## src/sv/psfc_pkg.sv

```systemverilog
`timescale 1ns / 1ps
// ----------------------------------------------------------------------------
// psfc_pkg: shared types, constants and functions of the sample converter
// Format codes, scaling constants and the small arithmetic helpers used by
// the conversion and quantiser stages.
// ----------------------------------------------------------------------------
package psfc_pkg;

    // native sample encodings
    typedef enum logic [1:0] {
        FMT_U8   = 2'd0,
        FMT_U16  = 2'd1,
        FMT_HALF = 2'd2,
        FMT_F32  = 2'd3
    } t_fmt;

    // significands of float(1/255) and float(1/65535)
    localparam logic [23:0] INV255_MANT   = 24'h808081;
    localparam logic [23:0] INV65535_MANT = 24'h800080;

    // biased exponent of the product = lead + 127 - scale
    localparam logic [7:0] U8_EXP_BIAS  = 8'd96;   // scale 2^-31
    localparam logic [7:0] U16_EXP_BIAS = 8'd88;   // scale 2^-39

    localparam logic [31:0] FLOAT_ONE = 32'h3F80_0000;

    // position of the highest set bit (0 when none)
    function automatic logic [5:0] lead_one(input logic [39:0] v);
        logic [5:0] p;
        p = '0;
        for (int i = 0; i < 40; i++) begin
            if (v[i]) p = 6'(i);
        end
        return p;
    endfunction

    // shift right by s, rounding to nearest even
    function automatic logic [40:0] rne_shift(input logic [39:0] v, input logic [5:0] s);
        logic [39:0] q;
        logic [39:0] mask;
        logic [39:0] rem;
        logic [39:0] half;
        logic        up;
        q    = v >> s;
        mask = (40'd1 << s) - 40'd1;
        rem  = v & mask;
        half = (s == 6'd0) ? 40'd0 : (40'd1 << (s - 6'd1));
        up   = (s != 6'd0) && ((rem > half) || ((rem == half) && q[0]));
        return {1'b0, q} + 41'(up);
    endfunction

    // exact half to single widening
    function automatic logic [31:0] widen_half(input logic [15:0] h);
        logic        sgn;
        logic [4:0]  ex;
        logic [9:0]  man;
        logic [3:0]  p;
        logic [3:0]  shn;
        logic [10:0] mn;
        logic [31:0] r;
        sgn = h[15];
        ex  = h[14:10];
        man = h[9:0];
        p   = '0;
        for (int i = 0; i < 10; i++) begin
            if (man[i]) p = 4'(i);
        end
        shn = 4'd10 - p;
        mn  = 11'(man) << shn;
        if (ex == 5'd0) begin
            if (man == 10'd0) r = {sgn, 31'd0};
            else r = {sgn, 8'd103 + 8'(p), mn[9:0], 13'd0};
        end else if (ex == 5'h1f) begin
            r = {sgn, 8'hff, man, 13'd0};
        end else begin
            r = {sgn, 8'(ex) + 8'd112, man, 13'd0};
        end
        return r;
    endfunction

endpackage

```

## src/sv/psfc_if.sv

```systemverilog
`timescale 1ns / 1ps
// ----------------------------------------------------------------------------
// psfc_if: stream channels of the sample converter
// Valid/ready channels for incoming samples and outgoing results.
// ----------------------------------------------------------------------------
interface psfc_in_if;
    logic        valid;
    logic        ready;
    logic [31:0] sample;
    logic        last_in;

    modport source (output valid, output sample, output last_in, input ready);
    modport sink   (input valid, input sample, input last_in, output ready);
endinterface

interface psfc_out_if;
    logic        valid;
    logic        ready;
    logic [31:0] value_float;
    logic [7:0]  value_byte;
    logic        last_out;

    modport source (output valid, output value_float, output value_byte,
                    output last_out, input ready);
    modport sink   (input valid, input value_float, input value_byte,
                    input last_out, output ready);
endinterface

```

## src/sv/psfc_quant.sv

```systemverilog
`timescale 1ns / 1ps
// ----------------------------------------------------------------------------
// psfc_quant: three-stage float to byte quantiser
// Clamps to [0,1], multiplies by 255, adds one half and truncates, with each
// float operation rounded to nearest even. NaN and negatives give zero.
// ----------------------------------------------------------------------------
module psfc_quant (
    input  logic        i_clk,
    input  logic [2:0]  i_en,
    input  logic [31:0] i_x,
    output logic [7:0]  o_byte
);

    // stage 1: clamp and multiply significand by 255
    logic [31:0] n_xc;
    logic [23:0] n_m;
    logic [7:0]  n_e;
    logic        n_kill;
    logic [31:0] r_prod;
    logic [7:0]  r_exp;
    logic        r_kill;

    always_comb begin
        n_kill = i_x[31] || ((i_x[30:23] == 8'hff) && (i_x[22:0] != 23'd0));
        n_xc   = (i_x[30:0] > psfc_pkg::FLOAT_ONE[30:0]) ? psfc_pkg::FLOAT_ONE : i_x;
        n_m    = (n_xc[30:23] == 8'd0) ? {1'b0, n_xc[22:0]} : {1'b1, n_xc[22:0]};
        n_e    = (n_xc[30:23] == 8'd0) ? 8'd1 : n_xc[30:23];
    end

    always_ff @(posedge i_clk) begin
        if (i_en[0]) begin
            r_prod <= 32'(n_m) * 32'd255;
            r_exp  <= n_e;
            r_kill <= n_kill;
        end
    end

    // stage 2: round product to 24 bits, align to 25 fraction bits
    logic [5:0]  n_lead;
    logic [5:0]  n_sh;
    logic [40:0] n_rnd;
    logic [32:0] n_pr;
    logic [7:0]  n_rs;
    logic [32:0] n_t;
    logic [32:0] r_t;
    logic        r_kill2;

    always_comb begin
        n_lead = psfc_pkg::lead_one({8'd0, r_prod});
        n_sh   = (r_prod < 32'h0100_0000) ? 6'd0 : (n_lead - 6'd23);
        n_rnd  = psfc_pkg::rne_shift({8'd0, r_prod}, n_sh);
        n_pr   = 33'(n_rnd << n_sh);
        n_rs   = 8'd125 - r_exp;
        if (r_exp >= 8'd125) n_t = n_pr << (r_exp - 8'd125);
        else if (n_rs >= 8'd34) n_t = '0;
        else n_t = n_pr >> n_rs;
    end

    always_ff @(posedge i_clk) begin
        if (i_en[1]) begin
            r_t     <= n_t;
            r_kill2 <= r_kill;
        end
    end

    // stage 3: add one half, round, truncate to byte
    logic [33:0] n_s;
    logic [5:0]  n_lead3;
    logic [5:0]  n_sh3;
    logic [40:0] n_rnd3;
    logic [40:0] n_r3;

    always_comb begin
        n_s     = 34'(r_t) + 34'h100_0000;
        n_lead3 = psfc_pkg::lead_one({6'd0, n_s});
        n_sh3   = n_lead3 - 6'd23;
        n_rnd3  = psfc_pkg::rne_shift({6'd0, n_s}, n_sh3);
        n_r3    = n_rnd3 << n_sh3;
    end

    always_ff @(posedge i_clk) begin
        if (i_en[2]) begin
            if (r_kill2 || (r_t < 33'h080_0000)) o_byte <= 8'd0;
            else o_byte <= n_r3[32:25];
        end
    end

endmodule

```

## src/sv/pixel_sample_format_converter.sv

```systemverilog
`timescale 1ns / 1ps
// ----------------------------------------------------------------------------
// pixel_sample_format_converter: sample to normalised float and byte
// Converts uint8, uint16, half or single samples to a single-precision value
// in the normalised range and an 8-bit quantised value.
// ----------------------------------------------------------------------------
//  channel   | dir | handshake     | payload
//  i_in      | in  | valid/ready   | sample[31:0], last_in
//  o_out     | out | valid/ready   | value_float[31:0], value_byte[7:0], last_out
//  i_cfg_*   | in  | write enable  | sample format[1:0]
//
// Five register stages, one beat per cycle while the receiver is ready.
// Each stage holds while its successor is full and cannot advance; bubbles close up under a stall.
// Reset empties the pipe and sets the format to uint8.
// The format is captured with each beat as it enters.
// ----------------------------------------------------------------------------
module pixel_sample_format_converter (
    input  logic             i_clk,
    input  logic             i_rst_n,
    input  logic             i_cfg_we,
    input  logic [1:0]       i_cfg_wdata,
    psfc_in_if.sink          i_in,
    psfc_out_if.source       o_out
);

    logic [4:0]  r_vld;
    logic [4:0]  en;
    psfc_pkg::t_fmt r_fmt;

    // stall chain
    always_comb begin
        en[4] = !r_vld[4] || o_out.ready;
        for (int k = 3; k >= 0; k--) en[k] = !r_vld[k] || en[k + 1];
    end
    assign i_in.ready = en[0];

    // config register and valid bits
    always_ff @(posedge i_clk) begin
        if (!i_rst_n) begin
            r_fmt <= psfc_pkg::FMT_U8;
            r_vld <= '0;
        end else begin
            if (i_cfg_we) r_fmt <= psfc_pkg::t_fmt'(i_cfg_wdata);
            if (en[0]) r_vld[0] <= i_in.valid;
            for (int k = 1; k < 5; k++) begin
                if (en[k]) r_vld[k] <= r_vld[k - 1];
            end
        end
    end

    // stage 0: integer scaling product and half widening
    logic [15:0] n_int;
    logic [23:0] n_mant;
    logic [39:0] r0_prod;
    logic [31:0] r0_half;
    logic [31:0] r0_raw;
    psfc_pkg::t_fmt r0_fmt;
    logic        r0_last;

    always_comb begin
        n_int  = (r_fmt == psfc_pkg::FMT_U8) ? {8'd0, i_in.sample[7:0]} : i_in.sample[15:0];
        n_mant = (r_fmt == psfc_pkg::FMT_U8) ? psfc_pkg::INV255_MANT
                                            : psfc_pkg::INV65535_MANT;
    end

    always_ff @(posedge i_clk) begin
        if (en[0]) begin
            r0_prod <= 40'(n_int) * 40'(n_mant);
            r0_half <= psfc_pkg::widen_half(i_in.sample[15:0]);
            r0_raw  <= i_in.sample;
            r0_fmt  <= r_fmt;
            r0_last <= i_in.last_in;
        end
    end

    // stage 1: normalise and round the product, select float
    logic [5:0]  n_lead;
    logic [5:0]  n_sh;
    logic [40:0] n_rnd;
    logic [7:0]  n_exp;
    logic [31:0] n_float;

    always_comb begin
        n_lead = psfc_pkg::lead_one(r0_prod);
        n_sh   = n_lead - 6'd23;
        n_rnd  = psfc_pkg::rne_shift(r0_prod, n_sh);
        n_exp  = 8'(n_lead) + 8'(n_rnd[24])
               + ((r0_fmt == psfc_pkg::FMT_U8) ? psfc_pkg::U8_EXP_BIAS
                                              : psfc_pkg::U16_EXP_BIAS);
        case (r0_fmt)
            psfc_pkg::FMT_U8, psfc_pkg::FMT_U16: begin
                n_float = (r0_prod == 40'd0) ? 32'd0 : {1'b0, n_exp, n_rnd[22:0]};
            end
            psfc_pkg::FMT_HALF: n_float = r0_half;
            default:            n_float = r0_raw;
        endcase
    end

    logic [31:0]    r_float [1:4];
    logic [7:0]     r_raw   [1:4];
    psfc_pkg::t_fmt r_pfmt  [1:4];
    logic           r_last  [1:4];

    // stage 1 load, then carry alongside the quantiser
    always_ff @(posedge i_clk) begin
        if (en[1]) begin
            r_float[1] <= n_float;
            r_raw[1]   <= r0_raw[7:0];
            r_pfmt[1]  <= r0_fmt;
            r_last[1]  <= r0_last;
        end
        for (int k = 2; k < 5; k++) begin
            if (en[k]) begin
                r_float[k] <= r_float[k - 1];
                r_raw[k]   <= r_raw[k - 1];
                r_pfmt[k]  <= r_pfmt[k - 1];
                r_last[k]  <= r_last[k - 1];
            end
        end
    end

    // stages 2..4: quantiser
    logic [7:0] q_byte;

    psfc_quant u_quant (
        .i_clk  (i_clk),
        .i_en   (en[4:2]),
        .i_x    (r_float[1]),
        .o_byte (q_byte)
    );

    // output beat
    assign o_out.valid       = r_vld[4];
    assign o_out.value_float = r_float[4];
    assign o_out.value_byte  = (r_pfmt[4] == psfc_pkg::FMT_U8) ? r_raw[4] : q_byte;
    assign o_out.last_out    = r_last[4];

`ifndef ASSERT_OFF
    a_rst_empty: assert property (@(posedge i_clk) !i_rst_n |=> r_vld == 5'd0)
        else $error("pipe not empty after reset");
    a_full_stall: assert property (@(posedge i_clk) disable iff (!i_rst_n)
        ((&r_vld) && !o_out.ready) |-> !i_in.ready)
        else $error("accepted beat into a full stalled pipe");
    a_u8_full: assert property (@(posedge i_clk) disable iff (!i_rst_n)
        (o_out.valid && r_pfmt[4] == psfc_pkg::FMT_U8 && o_out.value_byte == 8'hff)
        |-> o_out.value_float == psfc_pkg::FLOAT_ONE)
        else $error("full-scale byte did not give 1.0");
    a_nan_zero: assert property (@(posedge i_clk) disable iff (!i_rst_n)
        (o_out.valid && r_pfmt[4] != psfc_pkg::FMT_U8
         && o_out.value_float[30:23] == 8'hff && o_out.value_float[22:0] != 23'd0)
        |-> o_out.value_byte == 8'd0)
        else $error("NaN did not quantise to zero");
`endif

endmodule

```

## src/flat_wrapper.sv

```systemverilog
// flat-port wrapper written by rule: the top's interface ports become plain ports
module pixel_sample_format_converter_flat 
  (i_clk, i_rst_n, i_cfg_we, i_cfg_wdata, i_in_valid, i_in_sample, i_in_last_in, i_in_ready, o_out_valid, o_out_value_float, o_out_value_byte, o_out_last_out, o_out_ready);
  psfc_in_if i_in_i ();
  psfc_out_if o_out_i ();
  input  logic i_clk;
  input  logic i_rst_n;
  input  logic i_cfg_we;
  input  logic [1:0] i_cfg_wdata;
  input wire logic [$bits(i_in_i.valid)-1:0] i_in_valid;
  input wire logic [$bits(i_in_i.sample)-1:0] i_in_sample;
  input wire logic [$bits(i_in_i.last_in)-1:0] i_in_last_in;
  output wire logic [$bits(i_in_i.ready)-1:0] i_in_ready;
  output wire logic [$bits(o_out_i.valid)-1:0] o_out_valid;
  output wire logic [$bits(o_out_i.value_float)-1:0] o_out_value_float;
  output wire logic [$bits(o_out_i.value_byte)-1:0] o_out_value_byte;
  output wire logic [$bits(o_out_i.last_out)-1:0] o_out_last_out;
  input wire logic [$bits(o_out_i.ready)-1:0] o_out_ready;
  assign i_in_i.valid = i_in_valid;
  assign i_in_i.sample = i_in_sample;
  assign i_in_i.last_in = i_in_last_in;
  assign i_in_ready = i_in_i.ready;
  assign o_out_valid = o_out_i.valid;
  assign o_out_value_float = o_out_i.value_float;
  assign o_out_value_byte = o_out_i.value_byte;
  assign o_out_last_out = o_out_i.last_out;
  assign o_out_i.ready = o_out_ready;
  pixel_sample_format_converter u_core (.i_clk(i_clk), .i_rst_n(i_rst_n), .i_cfg_we(i_cfg_we), .i_cfg_wdata(i_cfg_wdata), .i_in(i_in_i), .o_out(o_out_i));
endmodule
```

## config.mk

```make
export PLATFORM = sky130hd
export DESIGN_NAME = pixel_sample_format_converter_flat
export DESIGN_NICKNAME = d
export VERILOG_FILES = /design/src/sv/psfc_pkg.sv /design/src/sv/psfc_if.sv /design/src/sv/psfc_quant.sv /design/src/sv/pixel_sample_format_converter.sv /design/src/flat_wrapper.sv
export SDC_FILE = /design/constraint.sdc
export NUM_CORES = 2
export LEC_CHECK = 0
export ABC_AREA = 1
export BUFFER_PORTS_ARGS = -buffer_cell sky130_fd_sc_hd__buf_2
export CAP_MARGIN = 25
export CELL_PAD_IN_SITES_DETAIL_PLACEMENT = 0
export CELL_PAD_IN_SITES_GLOBAL_PLACEMENT = 2
export CORE_ASPECT_RATIO = 0.6
export CORE_UTILIZATION = 41
export CTS_BUF_LIST = sky130_fd_sc_hd__clkbuf_8
export CTS_CLUSTER_SIZE = 24
export DETAILED_ROUTE_END_ITERATION = 8
export GPL_TIMING_DRIVEN = 0
export PLACE_DENSITY_LB_ADDON = 0.1
export SETUP_SLACK_MARGIN = 0.02
export SYNTH_ARGS = -nofsm -noshare
export SYNTH_HDL_FRONTEND = slang
export SYNTH_SLANG_ARGS = --single-unit
```

## constraint.sdc

```tcl
create_clock -name i_clk -period 25 [get_ports i_clk]
set_input_delay 0 -clock i_clk [delete_from_list [all_inputs] [get_ports i_clk]]
set_output_delay 0 -clock i_clk [all_outputs]
set_load 0.02 [all_outputs]
```

# Word-level counts from Yosys, hierarchy flattened
# Memory sizes are Yosys's and may differ from the RTL's.
# Cells that the tools add are included.
# totals
output_inout_bits	43
reg_bits	197
mem_bits_rw	172
n_memories	4
wordCells	250
input_bits	40
# classes
n_eq_ne	7
multipliers	2
order_cmp	8
n_reduce_logical	37
bitwise	3
n_mux	138
n_addsub	20
shift	14
# memory_table
memory	depth	width	rd	rd_ports_with_merged_regs	write_ports	line	source
u_core.r_float	4	32	4	0	4	pixel_sample_format_converter.sv:99	logic [31:0] r_float [1:4];
u_core.r_raw	4	8	4	0	4	pixel_sample_format_converter.sv:100	logic [7:0] r_raw [1:4];
u_core.r_pfmt	4	2	4	0	4	pixel_sample_format_converter.sv:101	psfc_pkg::t_fmt r_pfmt [1:4];
u_core.r_last	4	1	4	0	4	pixel_sample_format_converter.sv:102	logic r_last [1:4];
# ops
cell	count
6-bit 2-to-1 mux	72
1-bit by 6-bit left shift with 40-bit output, first input constant	6
31-bit 2-to-1 mux	5
40-bit equality test	3
40-bit > comparator	3
40-bit 2-to-1 mux	3
40-bit by 1-bit subtractor with 40-bit output, second input constant	3
40-bit by 1-bit adder with 41-bit output	2
41-bit by 6-bit left shift with 33-bit output	2
5-bit 2-to-1 mux	16
33-bit 2-to-1 mux	2
32-bit case mux with 2 select lines	1
4-bit 2-to-1 mux	11
32-bit by 40-bit AND with 40-bit output	1
34-bit by 40-bit AND with 40-bit output	1
40-bit AND	1
40-bit logical NOT	1
16-bit by 24-bit multiplier with 40-bit output	1
32-bit by 6-bit >> shifter with 40-bit output	1
34-bit by 6-bit >> shifter with 40-bit output	1
40-bit by 6-bit >> shifter with 25-bit output	1
33-bit by 25-bit adder with 34-bit output, second input constant	1
33-bit by 24-bit less-than comparator with 1-bit output, second input constant	1
33-bit by 8-bit left shift with 33-bit output	1
38 further kinds	89

# Longest topological paths before layout
# logic_depth
word_depth	52
ltp_mapped	85
ltp_nobuf	84

# Hierarchy
# Synthesis repeated with hierarchy kept, for this count alone.
# hier_totals
cells_unflattened	5979
hier_area_um2	40878.0
# modules_own_cells
mod	area_per_inst_um2	n_inst	seq_area_each_um2	cells_per_inst
psfc_quant	23277.3	1	2492.4	4001
pixel_sample_format_converter	17600.6	1	8067.7	1978

# Worst setup path after synthesis
# No wires, ideal clock.
# synth_path
kind	register to register
startpoint	register u_core.r0_prod[3]
endpoint	register, netlist name u_core.r_float[0][60]
slack_ps	16049
arrival_ps	8686
required_ps	24735
n_path_buf	1
period_less_slack_ps	8951
setup_time_ps	265
stages_incl_launch_ff	85
cell_sequence	edfxtp_1 inv_2 o21ai_1 a21oi_1 o21ai_1 nand2_1 nand2_1 nand2_1 nand2_1 nand2_1 nand2_1 nand2_1 nand2_1 nand2_1 nand2_1 nand2_1 nand2_1 nand2_1 [... 49 more ...] a31oi_1 ha_1 ha_1 nand2_1 nor2_1 inv_1 nor2_2 nand3_1 xor2_1 inv_1 ha_1 ha_1 nand3_1 xnor2_1 inv_1 fa_1 xnor2_1 o211ai_1
# synth_rtl
element	line	source
start: declaration	pixel_sample_format_converter.sv:54	logic [39:0] r0_prod;
start signal: assignment	pixel_sample_format_converter.sv:68	r0_prod <= 40'(n_int) * 40'(n_mant);

# Worst setup path in the final report
# layout_path
startpoint	register u_core.u_quant.r_prod[31]
endpoint	register u_core.u_quant.r_t[1] (data pin)
# layout_between
elab_chain_cells	15
word_cells_on_any_way	24
cone_classes	add/sub: 4; order compare: 2; eq/ne: 1; shift: 6; mux: 5; bitwise: 1; reduce/logical: 5
# layout_lines
element	line	source
start: declaration	psfc_quant.sv:19	logic [31:0] r_prod;
start signal: assignment	psfc_quant.sv:32	r_prod <= 32'(n_m) * 32'd255;
branches (longest 11 deep; another with 40-bit by 1-bit adder with 41-bit output)	n/a	
41-bit by 6-bit left shift with 33-bit output (*)	psfc_quant.sv:52	n_pr = 33'(n_rnd << n_sh);
33-bit by 8-bit >> shifter with 33-bit output	psfc_quant.sv:56	else n_t = n_pr >> n_rs;
33-bit 2-to-1 mux	psfc_quant.sv:55	else if (n_rs >= 8'd34) n_t = '0;
33-bit 2-to-1 mux (*)	psfc_quant.sv:54	if (r_exp >= 8'd125) n_t = n_pr << (r_exp - 8'd125);
named net u_core.u_quant.n_t[1]	psfc_quant.sv:44	logic [32:0] n_t;
end signal: assignment	psfc_quant.sv:61	r_t <= n_t;
end: declaration	psfc_quant.sv:45	logic [32:0] r_t;
# Mark *: on every way through the listed nets, which the timed path passes.
# A chain may end at the register's enable or synchronous reset.

==> impl_results.md <==
- DIE WIDTH: 408 µm
- Die Span Y: 245 µm
- Die Area: 100000 µm²
- Slowest stage delay, CP: 0.92 ns
- Mean post-synth cell area: 6.78 µm²
- Period minus WS final: 14.62 ns
- Outcome: finished clean
- Share of the synthesized area in the top cell type: 25.8%
- CP Launch Point: u_core.u_quant.r_prod[31]
- R2R Path Start: u_core.u_quant.r_prod[31]
- Hpwl dp: 151000 µm
- I/O Pins: 83
- Fmax: 68.4 MHz
- Via count: 44126
- N_diodes: 0
- Critical Path Start Type: flip-flop
- Final hold violations: 0
- Global Route met1 Usage: 57.8%
- Core area: 96900 µm²
- Yosys cell types: 69
- WHS Path Cells: 2
- Max H-tree Level: 2
- Setup TNS: 0 ns
- Worst skew pair latency: 0.66 ns
- Top area cells in the synthesized netlist: edfxtp_1 (26%), nand2_1 (14%), nand3_1 (13%)
- Total wire length: 178000 µm
- Cell Rows: 88
- Nets: 6654
- Global placement routability congestion: 1.06
- Wire per inst: 23.6 µm
- ANT nets after route: 0
- Gr ovfl total: 0
- Synth Register Bits: 354
- Yosys top cell by area: edfxtp_1
- Clock skew: 0.0608 ns
- CTS Buffer Depth: 3
- Fillers: 10322
- Syn Inst Count: 5967
- Unrepaired setup endpoints after global routing: false
- Setup violations, final: 0
- All-Layer GR Usage: 34.7%
- Num Clock Sinks: 354
- Most frequent cells in the layout: nand2_1 (1518), nand3_1 (1071), inv_1 (564)
- Top cell by count, worst path: nand2_1
- Buffers on Ports: 82
- FF-to-FF path depth: 53
- Crit path DAT: 15.00 ns
- Slew @ Worst Pin: 1.16 ns
- Met2 Use GR: 40.1%
- Setup CP Type: reg2reg
- Vias per cell: 5.83
- CP endpoint: u_core.u_quant.r_t[1]
- Hold crit path type: in2reg
- TritonRoute pass-1 iters: 8
- Critical Path End Type: flip-flop
- Root Buffer: clkbuf_8
- Capturing point of the worst reg2reg path: u_core.u_quant.r_t[1]
- Async S/R FF share, synth: 0%
- R2r setup slk: 10.38 ns
- Max_cap viols: 0
- Max-slew violations: 0
- Synth warn: 0
- Vias in the first global route: 39548
- Number of synthesized flops with an enable pin: 347
- Initial Util: 41.7%
- Drt initial violations: 6595
- Residual DRC: 0
- Initial antenna violation count: 1
- Post-Syn Area: 40500 µm²
- Final worst-path cycle share: 58.5%
- Area growth, synth to finish: 9.72%
- Top_reg_cell synth: edfxtp_1
- Slew headroom: 21.7%
- Fraction of the yosys area taken by sequential cells: 26.1%
- Most common cell after layout, fill and taps aside: nand2_1
- CP required: 25.38 ns
- Grt peak-use layer: met1
- Slowest CP cell: nor4_2
- M3 GR Usage: 14.3%
- Worst-path fanout max: 10
- Global-route wire length before repair: 260000 µm
- Share of cells above drive strength 1: 6.55%
- CTS clock-pin slew for the worst setup and hold paths: 0.06 ns
- Largest net degree at the start of global routing: 70
- CTS tree: built
- CTS Buf Count: 54
==> worst max-delay path: cells and delay by family (launching register included) <==
| family | cells | cell delay [ns] |
|---|---|---|
| adders and majority gates | 5 | 1.57 |
| and+or+nand+nor | 29 | 5.46 |
| DFF | 1 | 0.36 |
| buffers and inverters | 16 | 6.00 |
| AOI/OAI and AO/OA | 3 | 0.87 |
==> worst min-delay path by stage <==
stage | start | to | slack [ns]
finish | i_in_sample[19] | u_core.r0_raw[19] | 0.06
floorplan | i_in_last_in | u_core.r0_last | 0.1
global placement | i_in_sample[23] | u_core.r0_raw[23] | 0.18
CTS | i_in_sample[18] | u_core.r0_raw[18] | 0.005
global route | i_in_sample[19] | u_core.r0_raw[19] | 0.03
detailed placement | i_in_sample[24] | u_core.r0_raw[24] | 0.18
==> metrics by stage <==
step / worst slack, ns / util, % / hold WS (ns) / std cells / instance area, µm²
5_1_grt: 9.85 / 45.8 / 0.0295 / 7563 / 44400
3_3_place_gp: 10.81 / 44.1 / 0.177 / 7416 / 42700
4_1_cts: 11.45 / 45.8 / 0.00489 / 7563 / 44400
6_report: 10.38 / 45.8 / 0.0617 / 7563 / 44400
2_1_floorplan: 16.05 / - / 0.0989 / 6029 / 40700
3_5_place_dp: 11.49 / 44.2 / 0.178 / 7422 / 42900
==> timing repair <==
action                                 CTS  global route
setup buffers                            0             0
hold buffers                            45             0
resized for setup                        0             0
endpoints found under the hold margin   81             0
==> cell families after synthesis <==
| family | Yosys count | synth area share [%] |
|---|---|---|
| buffers and inverters | 869 | 8.72 |
| xor gates and xnor gates | 107 | 2.36 |
| AOI/OAI and AO/OA | 715 | 9.84 |
| adders and majority gates | 396 | 14.3 |
| muxes | 20 | 0.520 |
| and+or+nand+nor | 3504 | 38.1 |
| DFF | 354 | 26.1 |
| other | 2 | 0.0186 |
==> Yosys cell counts, types with 8 or more instances <==
cell / n
a31oi_1: 20
mux2i_1: 12
xor2_1: 77
nand3_2: 16
mux2_2: 8
nor2_2: 19
nand3_1: 1071
buf_4: 40
a211oi_1: 8
inv_2: 25
clkinv_1: 14
o211ai_1: 61
nor2_1: 557
buf_1: 41
ha_1: 284
nand2_2: 22
edfxtp_1: 347
o21ai_0: 275
inv_1: 552
buf_2: 66
o21ai_1: 60
fa_1: 112
nor3_1: 78
clkbuf_1: 125
nand4_1: 129
nand2_1: 1519
xnor2_1: 29
o21bai_1: 9
a21oi_1: 231
or2_2: 26
nor4_1: 33
==> area by class of cell <==
type | count | area, µm² | share of cell area [%]
multi-input cells | 4806 | 26600 | 60.0
well taps | 1305 | 1630 | 3.68
clock buffers | 61 | 840 | 1.89
repair buffers | 133 | 973 | 2.19
inverters | 593 | 2230 | 5.03
clock inverters | 35 | 235 | 0.530
flip-flops and latches | 354 | 10600 | 23.8
plain buffers | 276 | 1300 | 2.93
==> per-layer routing <==
metal	wire length (µm)	vias up	share of wire, %
met3	27300	93	15
met1	90500	20966	51
li1	-	20639	-
met5	68	-	0.038
met2	59500	2424	33
met4	1110	4	0.62
==> registers in the layout, summed over array words and instances, names as in the netlist, 5 cells and up <==
register,count
u_core.r0_prod,40
u_core.r_float,128
u_core.u_quant.r_exp,8
u_core.r_vld,5
u_core.u_quant.r_t,33
u_core.u_quant.o_byte,8
u_core.r_pfmt,8
u_core.r0_half,17
u_core.r_raw,32
u_core.u_quant.r_prod,32
u_core.r0_raw,32
Power is left out: the tool's default activity adds up to more than one toggle a clock period on the data nets, which glitch-free logic cannot reach.
